$ cat src/rtl/core/pidt_pkg.sv
// Shared types, constants and the sequencer microcode for the timestamped PID block.
`default_nettype none
package pidt_pkg;

  localparam int PC_W = 4;

  // Config register indexes (byte address / 4)
  localparam logic [1:0] REG_KP = 2'd0;
  localparam logic [1:0] REG_KI = 2'd1;
  localparam logic [1:0] REG_KD = 2'd2;

  localparam logic signed [63:0] INT48_MAX = 64'sh0000_7FFF_FFFF_FFFF;
  localparam logic signed [63:0] INT48_MIN = -64'sh0000_7FFF_FFFF_FFFF - 64'sd1;
  localparam logic signed [63:0] INT32_MAX = 64'sh0000_0000_7FFF_FFFF;
  localparam logic signed [63:0] INT32_MIN = -64'sh0000_0000_7FFF_FFFF - 64'sd1;

  localparam logic [31:0] DT_DIVISOR = 32'd10;

  // Program steps
  localparam logic [PC_W-1:0] S_IDLE     = 4'd0;
  localparam logic [PC_W-1:0] S_MUL_P    = 4'd1;
  localparam logic [PC_W-1:0] S_MUL_KIE  = 4'd2;
  localparam logic [PC_W-1:0] S_MUL_KIET = 4'd3;
  localparam logic [PC_W-1:0] S_DIV_I    = 4'd4;
  localparam logic [PC_W-1:0] S_WAIT_I   = 4'd5;
  localparam logic [PC_W-1:0] S_UPD_I    = 4'd6;
  localparam logic [PC_W-1:0] S_MUL_D10  = 4'd7;
  localparam logic [PC_W-1:0] S_DIV_D    = 4'd8;
  localparam logic [PC_W-1:0] S_WAIT_D   = 4'd9;
  localparam logic [PC_W-1:0] S_EMIT     = 4'd10;

  typedef enum logic [2:0] {
    MUL_NONE,
    MUL_KP_ERR,
    MUL_KI_ERR,
    MUL_PROD_ELAPSED,
    MUL_KD_DIFF,
    MUL_PROD_TEN
  } mul_sel_t;

  typedef enum logic [1:0] {
    DIV_NONE,
    DIV_BY_TEN,
    DIV_BY_ELAPSED
  } div_sel_t;

  typedef struct packed {
    mul_sel_t        mul_sel;
    div_sel_t        div_sel;
    logic            wait_in;
    logic            wait_div;
    logic            lat_p;
    logic            upd_int;
    logic            emit;
    logic            jmp;
    logic            jmp_zero;
    logic [PC_W-1:0] tgt;
  } ctrl_t;

  function automatic ctrl_t pidt_ucode(logic [PC_W-1:0] pc);
    ctrl_t c;
    c = '{mul_sel: MUL_NONE, div_sel: DIV_NONE, wait_in: 1'b0, wait_div: 1'b0,
          lat_p: 1'b0, upd_int: 1'b0, emit: 1'b0, jmp: 1'b0, jmp_zero: 1'b0,
          tgt: S_IDLE};
    case (pc)
      S_IDLE:     c.wait_in = 1'b1;
      S_MUL_P:    c.mul_sel = MUL_KP_ERR;
      S_MUL_KIE: begin
        c.lat_p   = 1'b1;
        c.mul_sel = MUL_KI_ERR;
      end
      S_MUL_KIET: c.mul_sel = MUL_PROD_ELAPSED;
      S_DIV_I:    c.div_sel = DIV_BY_TEN;
      S_WAIT_I:   c.wait_div = 1'b1;
      S_UPD_I: begin
        c.upd_int = 1'b1;
        c.mul_sel = MUL_KD_DIFF;
      end
      S_MUL_D10:  c.mul_sel = MUL_PROD_TEN;
      S_DIV_D: begin
        c.div_sel  = DIV_BY_ELAPSED;
        c.jmp_zero = 1'b1;
        c.tgt      = S_EMIT;
      end
      S_WAIT_D:   c.wait_div = 1'b1;
      S_EMIT: begin
        c.emit = 1'b1;
        c.jmp  = 1'b1;
        c.tgt  = S_IDLE;
      end
      default: begin
        c.jmp = 1'b1;
        c.tgt = S_IDLE;
      end
    endcase
    return c;
  endfunction

endpackage
`default_nettype wire

$ cat src/rtl/core/pidt_div.sv
// Iterative signed divider, one quotient bit per cycle or 16 per cycle by ten, truncates to zero.
`default_nettype none
module pidt_div
  import pidt_pkg::*;
(
  input  wire logic               clk,
  input  wire logic               rst_n,
  input  wire logic               start,
  input  wire logic               by_ten,
  input  wire logic signed [63:0] num,
  input  wire logic [31:0]        den,
  output logic                    busy,
  output logic signed [63:0]      quot
);

  localparam logic [6:0]  NUM_ITER  = 7'd64;
  localparam logic [6:0]  TEN_STEPS = 7'd4;
  localparam logic [31:0] RECIP_TEN = 32'hCCCC_CCCD;

  logic        busy_r, busy_nxt;
  logic        ten_mode_r, ten_mode_nxt;
  logic [6:0]  cnt_r, cnt_nxt;
  logic        neg_r, neg_nxt;
  logic [63:0] num_r, num_nxt;
  logic [31:0] rem_r, rem_nxt;
  logic [31:0] den_r, den_nxt;
  logic [32:0] shifted;
  logic [32:0] diff;
  logic        ge;
  logic [19:0] ten_v;
  logic [50:0] ten_prod;
  logic [15:0] ten_q;
  logic [19:0] ten_back;

  assign shifted = {rem_r, num_r[63]};
  assign ge      = shifted >= {1'b0, den_r};
  assign diff    = shifted - {1'b0, den_r};

  // base 2^16 long division by ten; the reciprocal multiply is exact for values below 2^32
  assign ten_v    = {rem_r[3:0], num_r[63:48]};
  assign ten_prod = 51'(ten_v) * 51'(RECIP_TEN);
  assign ten_q    = ten_prod[50:35];
  assign ten_back = ten_v - ({1'b0, ten_q, 3'b000} + {3'b000, ten_q, 1'b0});

  always_comb begin
    busy_nxt     = busy_r;
    ten_mode_nxt = ten_mode_r;
    cnt_nxt      = cnt_r;
    neg_nxt      = neg_r;
    num_nxt      = num_r;
    rem_nxt      = rem_r;
    den_nxt      = den_r;
    if (start) begin
      busy_nxt     = 1'b1;
      ten_mode_nxt = by_ten;
      cnt_nxt      = by_ten ? TEN_STEPS : NUM_ITER;
      neg_nxt      = num[63];
      num_nxt      = num[63] ? 64'(-num) : 64'(num);
      rem_nxt      = '0;
      den_nxt      = den;
    end else if (busy_r) begin
      if (cnt_r != 7'd0) begin
        cnt_nxt = cnt_r - 7'd1;
        if (ten_mode_r) begin
          num_nxt = {num_r[47:0], ten_q};
          rem_nxt = {28'd0, ten_back[3:0]};
        end else begin
          num_nxt = {num_r[62:0], ge};
          rem_nxt = ge ? diff[31:0] : shifted[31:0];
        end
      end else begin
        // restore the sign of the quotient
        busy_nxt = 1'b0;
        num_nxt  = neg_r ? (~num_r + 64'd1) : num_r;
      end
    end
  end

  always_ff @(posedge clk) begin
    if (!rst_n) begin
      busy_r <= 1'b0;
      cnt_r  <= '0;
    end else begin
      busy_r <= busy_nxt;
      cnt_r  <= cnt_nxt;
    end
    ten_mode_r <= ten_mode_nxt;
    neg_r      <= neg_nxt;
    num_r      <= num_nxt;
    rem_r      <= rem_nxt;
    den_r      <= den_nxt;
  end

  assign busy = busy_r;
  assign quot = signed'(num_r);

endmodule
`default_nettype wire

$ cat src/rtl/core/pid_controller_timestamped.sv
// Top level of the timestamped PID controller: microcode sequencer, shared multiplier, divider.
// Each input transaction carries a Q8.8 error and a millisecond timestamp and yields one
// saturated Q16.16 P+I+D value; out_tuser is set when the timestamp equals the last one and the
// derivative was dropped. The sequencer returns to idle as the result is registered and then
// takes the next input. The derivative divide by the elapsed time yields one quotient bit per
// cycle. The integral divide by 10 runs four 16-bit reciprocal steps and a sign step. A stalled
// output holds the sequencer at the emit step. A new input is taken while the previous result
// still waits in the output register. Gains are written through the APB port at byte addresses
// 0 (Kp), 4 (Ki) and 8 (Kd); the user must write them only while idle, which the block itself
// does not enforce.
`default_nettype none
module pid_controller_timestamped
  import pidt_pkg::*;
(
  input  wire logic        clk,
  input  wire logic        rst_n,
  input  wire logic        in_tvalid,
  output logic             in_tready,
  input  wire logic [47:0] in_tdata,   // [15:0] error_sample, [47:16] timestamp_ms
  output logic             out_tvalid,
  input  wire logic        out_tready,
  output logic [31:0]      out_tdata,  // [31:0] control_out
  output logic             out_tuser,  // [0] zero_interval
  input  wire logic        cfg_psel,
  input  wire logic        cfg_penable,
  input  wire logic        cfg_pwrite,
  input  wire logic [3:0]  cfg_paddr,
  input  wire logic [31:0] cfg_pwdata,
  output logic [31:0]      cfg_prdata,
  output logic             cfg_pready
);

  ctrl_t                   ctrl;
  logic [PC_W-1:0]         pc_r, pc_nxt;

  logic signed [15:0]      kp_r, ki_r, kd_r;
  logic signed [15:0]      err_r, last_err_r;
  logic [31:0]             stamp_r, last_stamp_r, elapsed_r;
  logic                    zero_r;
  logic signed [63:0]      prod_r;
  logic signed [31:0]      p_r;
  logic signed [47:0]      int_r;
  logic                    out_valid_r;
  logic signed [31:0]      out_data_r;
  logic                    out_user_r;

  logic                    in_fire, cfg_wr, emit_fire, out_blocked;
  logic signed [32:0]      mul_a, mul_b;
  logic signed [65:0]      mul_full;
  logic signed [16:0]      err_diff;
  logic                    div_start, div_busy, div_by_ten;
  logic signed [63:0]      div_num, div_quot;
  logic [31:0]             div_den;
  logic signed [63:0]      int_sum, deriv, total;
  logic signed [47:0]      int_nxt;
  logic signed [31:0]      ctl_nxt;

  assign ctrl = pidt_ucode(pc_r);

  assign in_tready   = (pc_r == S_IDLE);
  assign in_fire     = in_tvalid && in_tready;
  assign out_blocked = out_valid_r && !out_tready;
  assign emit_fire   = ctrl.emit && !out_blocked;
  assign cfg_wr      = cfg_psel && cfg_penable && cfg_pwrite && cfg_pready;
  assign cfg_pready  = 1'b1;

  // Sequencer next step
  always_comb begin
    if (ctrl.wait_in && !in_fire) begin
      pc_nxt = pc_r;
    end else if (ctrl.wait_div && div_busy) begin
      pc_nxt = pc_r;
    end else if (ctrl.emit && out_blocked) begin
      pc_nxt = pc_r;
    end else if (ctrl.jmp || (ctrl.jmp_zero && zero_r)) begin
      pc_nxt = ctrl.tgt;
    end else begin
      pc_nxt = pc_r + 4'd1;
    end
  end

  // Shared multiplier operands
  assign err_diff = 17'(err_r) - 17'(last_err_r);

  always_comb begin
    case (ctrl.mul_sel)
      MUL_KP_ERR: begin
        mul_a = 33'(kp_r);
        mul_b = 33'(err_r);
      end
      MUL_KI_ERR: begin
        mul_a = 33'(ki_r);
        mul_b = 33'(err_r);
      end
      MUL_PROD_ELAPSED: begin
        mul_a = prod_r[32:0];
        mul_b = signed'({1'b0, elapsed_r});
      end
      MUL_KD_DIFF: begin
        mul_a = 33'(kd_r);
        mul_b = 33'(err_diff);
      end
      MUL_PROD_TEN: begin
        mul_a = prod_r[32:0];
        mul_b = signed'({1'b0, DT_DIVISOR});
      end
      default: begin
        mul_a = '0;
        mul_b = '0;
      end
    endcase
  end

  assign mul_full = mul_a * mul_b;

  // Divider hookup; the derivative divide is skipped when no time elapsed
  assign div_start  = (ctrl.div_sel != DIV_NONE) && !(ctrl.jmp_zero && zero_r);
  assign div_by_ten = (ctrl.div_sel == DIV_BY_TEN);
  assign div_num    = prod_r;

  always_comb begin
    case (ctrl.div_sel)
      DIV_BY_TEN:     div_den = DT_DIVISOR;
      DIV_BY_ELAPSED: div_den = elapsed_r;
      default:        div_den = DT_DIVISOR;
    endcase
  end

  pidt_div u_div (
    .clk    (clk),
    .rst_n  (rst_n),
    .start  (div_start),
    .by_ten (div_by_ten),
    .num    (div_num),
    .den    (div_den),
    .busy   (div_busy),
    .quot   (div_quot)
  );

  // Integral saturation to 48 bits
  always_comb begin
    int_sum = 64'(int_r) + div_quot;
    if (int_sum > INT48_MAX) begin
      int_nxt = INT48_MAX[47:0];
    end else if (int_sum < INT48_MIN) begin
      int_nxt = INT48_MIN[47:0];
    end else begin
      int_nxt = int_sum[47:0];
    end
  end

  // Output sum and saturation to Q16.16
  always_comb begin
    deriv = zero_r ? 64'sd0 : div_quot;
    total = 64'(p_r) + 64'(int_r) + deriv;
    if (total > INT32_MAX) begin
      ctl_nxt = INT32_MAX[31:0];
    end else if (total < INT32_MIN) begin
      ctl_nxt = INT32_MIN[31:0];
    end else begin
      ctl_nxt = total[31:0];
    end
  end

  always_ff @(posedge clk) begin
    if (!rst_n) begin
      pc_r         <= S_IDLE;
      kp_r         <= '0;
      ki_r         <= '0;
      kd_r         <= '0;
      int_r        <= '0;
      last_err_r   <= '0;
      last_stamp_r <= '0;
      out_valid_r  <= 1'b0;
    end else begin
      pc_r <= pc_nxt;
      if (cfg_wr) begin
        case (cfg_paddr[3:2])
          REG_KP:  kp_r <= cfg_pwdata[15:0];
          REG_KI:  ki_r <= cfg_pwdata[15:0];
          REG_KD:  kd_r <= cfg_pwdata[15:0];
          default: ;
        endcase
      end
      if (ctrl.upd_int) begin
        int_r <= int_nxt;
      end
      if (emit_fire) begin
        last_err_r   <= err_r;
        last_stamp_r <= stamp_r;
        out_valid_r  <= 1'b1;
      end else if (out_tready) begin
        out_valid_r  <= 1'b0;
      end
    end
  end

  always_ff @(posedge clk) begin
    if (in_fire) begin
      err_r     <= in_tdata[15:0];
      stamp_r   <= in_tdata[47:16];
      elapsed_r <= in_tdata[47:16] - last_stamp_r;
      zero_r    <= (in_tdata[47:16] == last_stamp_r);
    end
    if (ctrl.mul_sel != MUL_NONE) begin
      prod_r <= mul_full[63:0];
    end
    if (ctrl.lat_p) begin
      p_r <= prod_r[31:0];
    end
    if (emit_fire) begin
      out_data_r <= ctl_nxt;
      out_user_r <= zero_r;
    end
  end

  always_comb begin
    case (cfg_paddr[3:2])
      REG_KP:  cfg_prdata = 32'(kp_r);
      REG_KI:  cfg_prdata = 32'(ki_r);
      REG_KD:  cfg_prdata = 32'(kd_r);
      default: cfg_prdata = '0;
    endcase
  end

  assign out_tvalid = out_valid_r;
  assign out_tdata  = out_data_r;
  assign out_tuser  = out_user_r;

  // The divider is always quiet while waiting for input
  a_idle_div_quiet: assert property (@(posedge clk) disable iff (!rst_n)
    (pc_r == S_IDLE) |-> !div_busy)
    else $error("divider busy while sequencer idle");

  // An accepted item starts the program
  a_accept_starts: assert property (@(posedge clk) disable iff (!rst_n)
    in_fire |=> (pc_r == S_MUL_P))
    else $error("sequencer did not start after accept");

  // Zero elapsed time skips the derivative divide
  a_zero_skips_div: assert property (@(posedge clk) disable iff (!rst_n)
    (pc_r == S_DIV_D && zero_r) |=> (pc_r == S_EMIT && !div_busy))
    else $error("derivative divide not skipped on zero interval");

  // A result is only written when the output register is free
  a_emit_free: assert property (@(posedge clk) disable iff (!rst_n)
    emit_fire |-> (!out_valid_r || out_tready))
    else $error("result overwrote a pending output");

  // A written result shows up as valid next cycle
  a_emit_valid: assert property (@(posedge clk) disable iff (!rst_n)
    emit_fire |=> (out_tvalid && pc_r == S_IDLE))
    else $error("result not presented after emit");

endmodule
`default_nettype wire
$ cat config.mk
export PLATFORM = sky130hd
export DESIGN_NAME = pid_controller_timestamped
export DESIGN_NICKNAME = d
export VERILOG_FILES = /design/src/rtl/core/pidt_pkg.sv /design/src/rtl/core/pidt_div.sv /design/src/rtl/core/pid_controller_timestamped.sv
export SDC_FILE = /design/constraint.sdc
export NUM_CORES = 2
export LEC_CHECK = 0
export ABC_AREA = 1
export CAP_MARGIN = 10
export CELL_PAD_IN_SITES_DETAIL_PLACEMENT = 0
export CELL_PAD_IN_SITES_GLOBAL_PLACEMENT = 1
export CORE_MARGIN = 5
export CORE_UTILIZATION = 46
export DETAILED_ROUTE_END_ITERATION = 8
export DONT_BUFFER_PORTS = 1
export PLACE_DENSITY = 0.79
export SKIP_CTS_REPAIR_TIMING = 1
export SLEW_MARGIN = 20
export SYNTH_ARGS = -nofsm -noshare
export SYNTH_HDL_FRONTEND = slang
export SYNTH_HIERARCHICAL = 1
export SYNTH_SLANG_ARGS = --single-unit
$ cat constraint.sdc
create_clock -name clk -period 8.55 [get_ports clk]
set_input_delay 0.4275 -clock clk [delete_from_list [all_inputs] [get_ports clk]]
set_output_delay 0.4275 -clock clk [all_outputs]
set_load 0.02 [all_outputs]
==> flow_metrics.env <==
export IMPL_maxCapViolCount=0
export IMPL_netlist_area_leader_share_pct=30.2
export IMPL_io_buffers=0
export IMPL_synth_edf_count=308
export IMPL_fin_ws_ps=-473
export IMPL_r2r_slack_ps=-470
export IMPL_hold_end="kd_r[6]$_SDFFE_PN0P_"
export IMPL_numCtsBuffers=67
export IMPL_wl_per_cell_um=23.8
export IMPL_crit_required_ps=9060
export IMPL_finalSetupViolations=33
export IMPL_ant_nets=0
export IMPL_min_path_type="primary input to flip-flop"
export IMPL_post_route_min_period_ps=9020
export IMPL_syn_inst=11600
export IMPL_setup_tns_ps=-8850
export IMPL_post_synth_top_count_cell="nand2_1"
export IMPL_final_cell_area_um2=104000
export IMPL_vias=79700
export IMPL_r2r_start="err_r[0]$_DFFE_PP_"
export IMPL_hold_viol=4
export IMPL_layout_nets=14400
export IMPL_syn_num_nets=13600
export IMPL_grt_pass1_wl_um=516000
export IMPL_viasPerCell=5.35
export IMPL_hpwlAfterDp_um=299000
export IMPL_skew_ps=51.4
export IMPL_die_w_um=445
export IMPL_drc_errors=0
export IMPL_endpoint_kind="flip-flop"
export IMPL_synthArstFlopShare_pct=0
export IMPL_grt_total_usage_pct=34.9
export IMPL_post_dp_cell_area_um2=96600
export IMPL_synth_area_per_cell_um2=7.53
export IMPL_fillers=18200
export IMPL_drtIter0Drc=6708
export IMPL_cts_sinks=497
export IMPL_status="finished with violations"
export IMPL_final_util_pct=55.1
export IMPL_die_area_um2=198000
export IMPL_startpoint_type="flip-flop"
export IMPL_synth_area_leaders="fa_1 (30%), nand2_1 (11%), inv_1 (11%)"
export IMPL_die_h_um=445
export IMPL_area_growth_pct=19.0
export IMPL_yosys_warnings=6
export IMPL_ys_ff_latch=497
export IMPL_period_share_pct=106
export IMPL_clkTransAtPathRegs_ps=60
export IMPL_routed_wl_um=355000
export IMPL_cp_arrival_ps=9540
export IMPL_max_freq_mhz=111
export IMPL_clk_latency_ps=700
export IMPL_root_buffer="clkbuf_16"
export IMPL_ys_seq_area_share_pct=15.0
export IMPL_grt_max_degree=147
export IMPL_critPathMaxStageDelay_ps=620
export IMPL_overflow=0
export IMPL_ys_types=73
export IMPL_holdWs_ps=-40.9
export IMPL_reg2regPathDepth=44
export IMPL_grt_pass1_vias=80800
export IMPL_synthTopCellsByCount="nand2_1 (2633), inv_1 (2583), fa_1 (1313)"
export IMPL_drv_slew=0
export IMPL_path_class="flip-flop to flip-flop"
export IMPL_r2r_end="div_num[49]$_DFFE_PP_"
export IMPL_synthFlopType="edfxtp_1"
export IMPL_rsz0062_at_grt="yes"
export IMPL_violations="hold timing, setup timing"
export IMPL_tightest_slew_ps=1160
export IMPL_syn_area_um2=87200
export IMPL_tritoncts="done"
export IMPL_slew_headroom_pct=25.0
export IMPL_whs_path_depth=2
export IMPL_cts_max_path_buffers=3
export IMPL_crit_fanout=8
export IMPL_core_area_um2=188000
export IMPL_cp_slowest_cell="fa_1"
export IMPL_initial_core_util_pct=46.3
export IMPL_min_delay_start="cfg_pwdata[6]"
export IMPL_io_pins=159
export IMPL_h_tree_depth=3
export IMPL_fp_row_count=159
export IMPL_drive_above_1_share_pct=14.9
export IMPL_antenna_found_initial=5
export IMPL_finalWeightedCongestion=1.04
export IMPL_dr_pass1_iters=6
export IMPL_synth_top_cell_by_area="fa_1"
-- layout make-up --
type | instances | area [um^2] | share of cell area [%]
Multi-Input combinational cell | 8114 | 65400 | 63.1
Sequential cell | 497 | 13000 | 12.6
Inverter | 2628 | 9950 | 9.60
Timing Repair Buffer | 1049 | 9750 | 9.40
Tap cell | 2495 | 3120 | 3.01
Clock buffer | 83 | 1770 | 1.70
Clock inverter | 40 | 667 | 0.643
Timing Repair inverter | 1 | 11.3 | 0.0109
Antenna cell | 3 | 7.51 | 0.00724
-- critical path, delay by kind of cell (launching register included) --
| family | cells | cell delay [ps] |
|---|---|---|
| AOI/OAI and AO/OA | 4 | 500 |
| and+or+nand+nor | 16 | 1480 |
| adders and majority gates | 11 | 4980 |
| xor gates and xnor gates | 1 | 210 |
| buffers and inverters | 12 | 1320 |
| DFF | 1 | 370 |
-- metrics by stage --
stage               setup slack, ps  std cells
floorplan                     -2.12      11600
global placement              -1240      14600
detailed placement            -1310      14600
CTS                           -1340      14700
global route                   -795      14900
finish                         -473      14900
-- layer usage --
| metal | vias to the layer above | GRT usage [%] | share of wire (%) |
|---|---|---|---|
| li1 | 36800 | - | - |
| met1 | 39000 | 45.0 | 40 |
| met2 | 3150 | 56.6 | 46 |
| met3 | 733 | 4.86 | 6.7 |
| met4 | 4 | 19.9 | 7.5 |
| met5 | - | 0 | 0.0079 |
-- cells in the final DEF, fill, tap and decap left out, types with 59 or more instances in the layout --
cell / instances
fa_2: 109
o21ai_0: 377
dfxtp_1: 186
inv_2: 96
nand4_1: 86
nand3_1: 297
inv_1: 2494
clkbuf_16: 80
nor2_2: 105
a21oi_1: 504
nor2_1: 1104
fa_1: 1204
nand2_2: 76
edfxtp_1: 308
buf_4: 820
nand2_1: 2563
a21oi_2: 59
dlygate4sd3_1: 68
xor2_1: 184
o21a_1: 63
xnor2_1: 78
ha_1: 565
nor3_1: 84
buf_12: 98
-- flip-flops by register name (all words and copies together) (netlist names), 7 cells and up --
register	cells
u_div/den_r	32
p_r	32
kd_r	16
ki_r	16
elapsed_r	32
last_stamp_r	32
kp_r	16
stamp_r	32
out_tdata	32
last_err_r	16
err_r	16
u_div/rem_r	32
u_div/quot	64
int_r	48
u_div/cnt_r	7
div_num	64
-- cells by family (layout without fill, tap and decap cells) --
logic type / Yosys count / in the layout / share of synthesized area [%]
fa+ha+maj: 1929 / 1929 / 39.0
compound gates: 1359 / 1359 / 8.77
flops: 497 / 497 / 15.0
buf+inv: 2963 / 3801 / 13.2
other cells: 1 / 4 / 0.00430
xor+xnor: 265 / 265 / 2.68
mux: 2 / 2 / 0.0230
simple gates: 4558 / 4558 / 21.3
-- worst max-delay path by stage --
stage                               from               endpoint  cells after the start
CTS                 pc_r[0]$_SDFFE_PN0P_  div_num[53]$_DFFE_PP_                     38
finish                err_r[0]$_DFFE_PP_  div_num[49]$_DFFE_PP_                     44
detailed placement  pc_r[0]$_SDFFE_PN0P_  div_num[53]$_DFFE_PP_                     38
global placement    pc_r[0]$_SDFFE_PN0P_  div_num[53]$_DFFE_PP_                     38
global route          err_r[0]$_DFFE_PP_  div_num[63]$_DFFE_PP_                     45
floorplan             err_r[0]$_DFFE_PP_  div_num[63]$_DFFE_PP_                     42
Power is not shown: default switching activity piles up to over one toggle a cycle in this logic, so the estimate is an artifact.
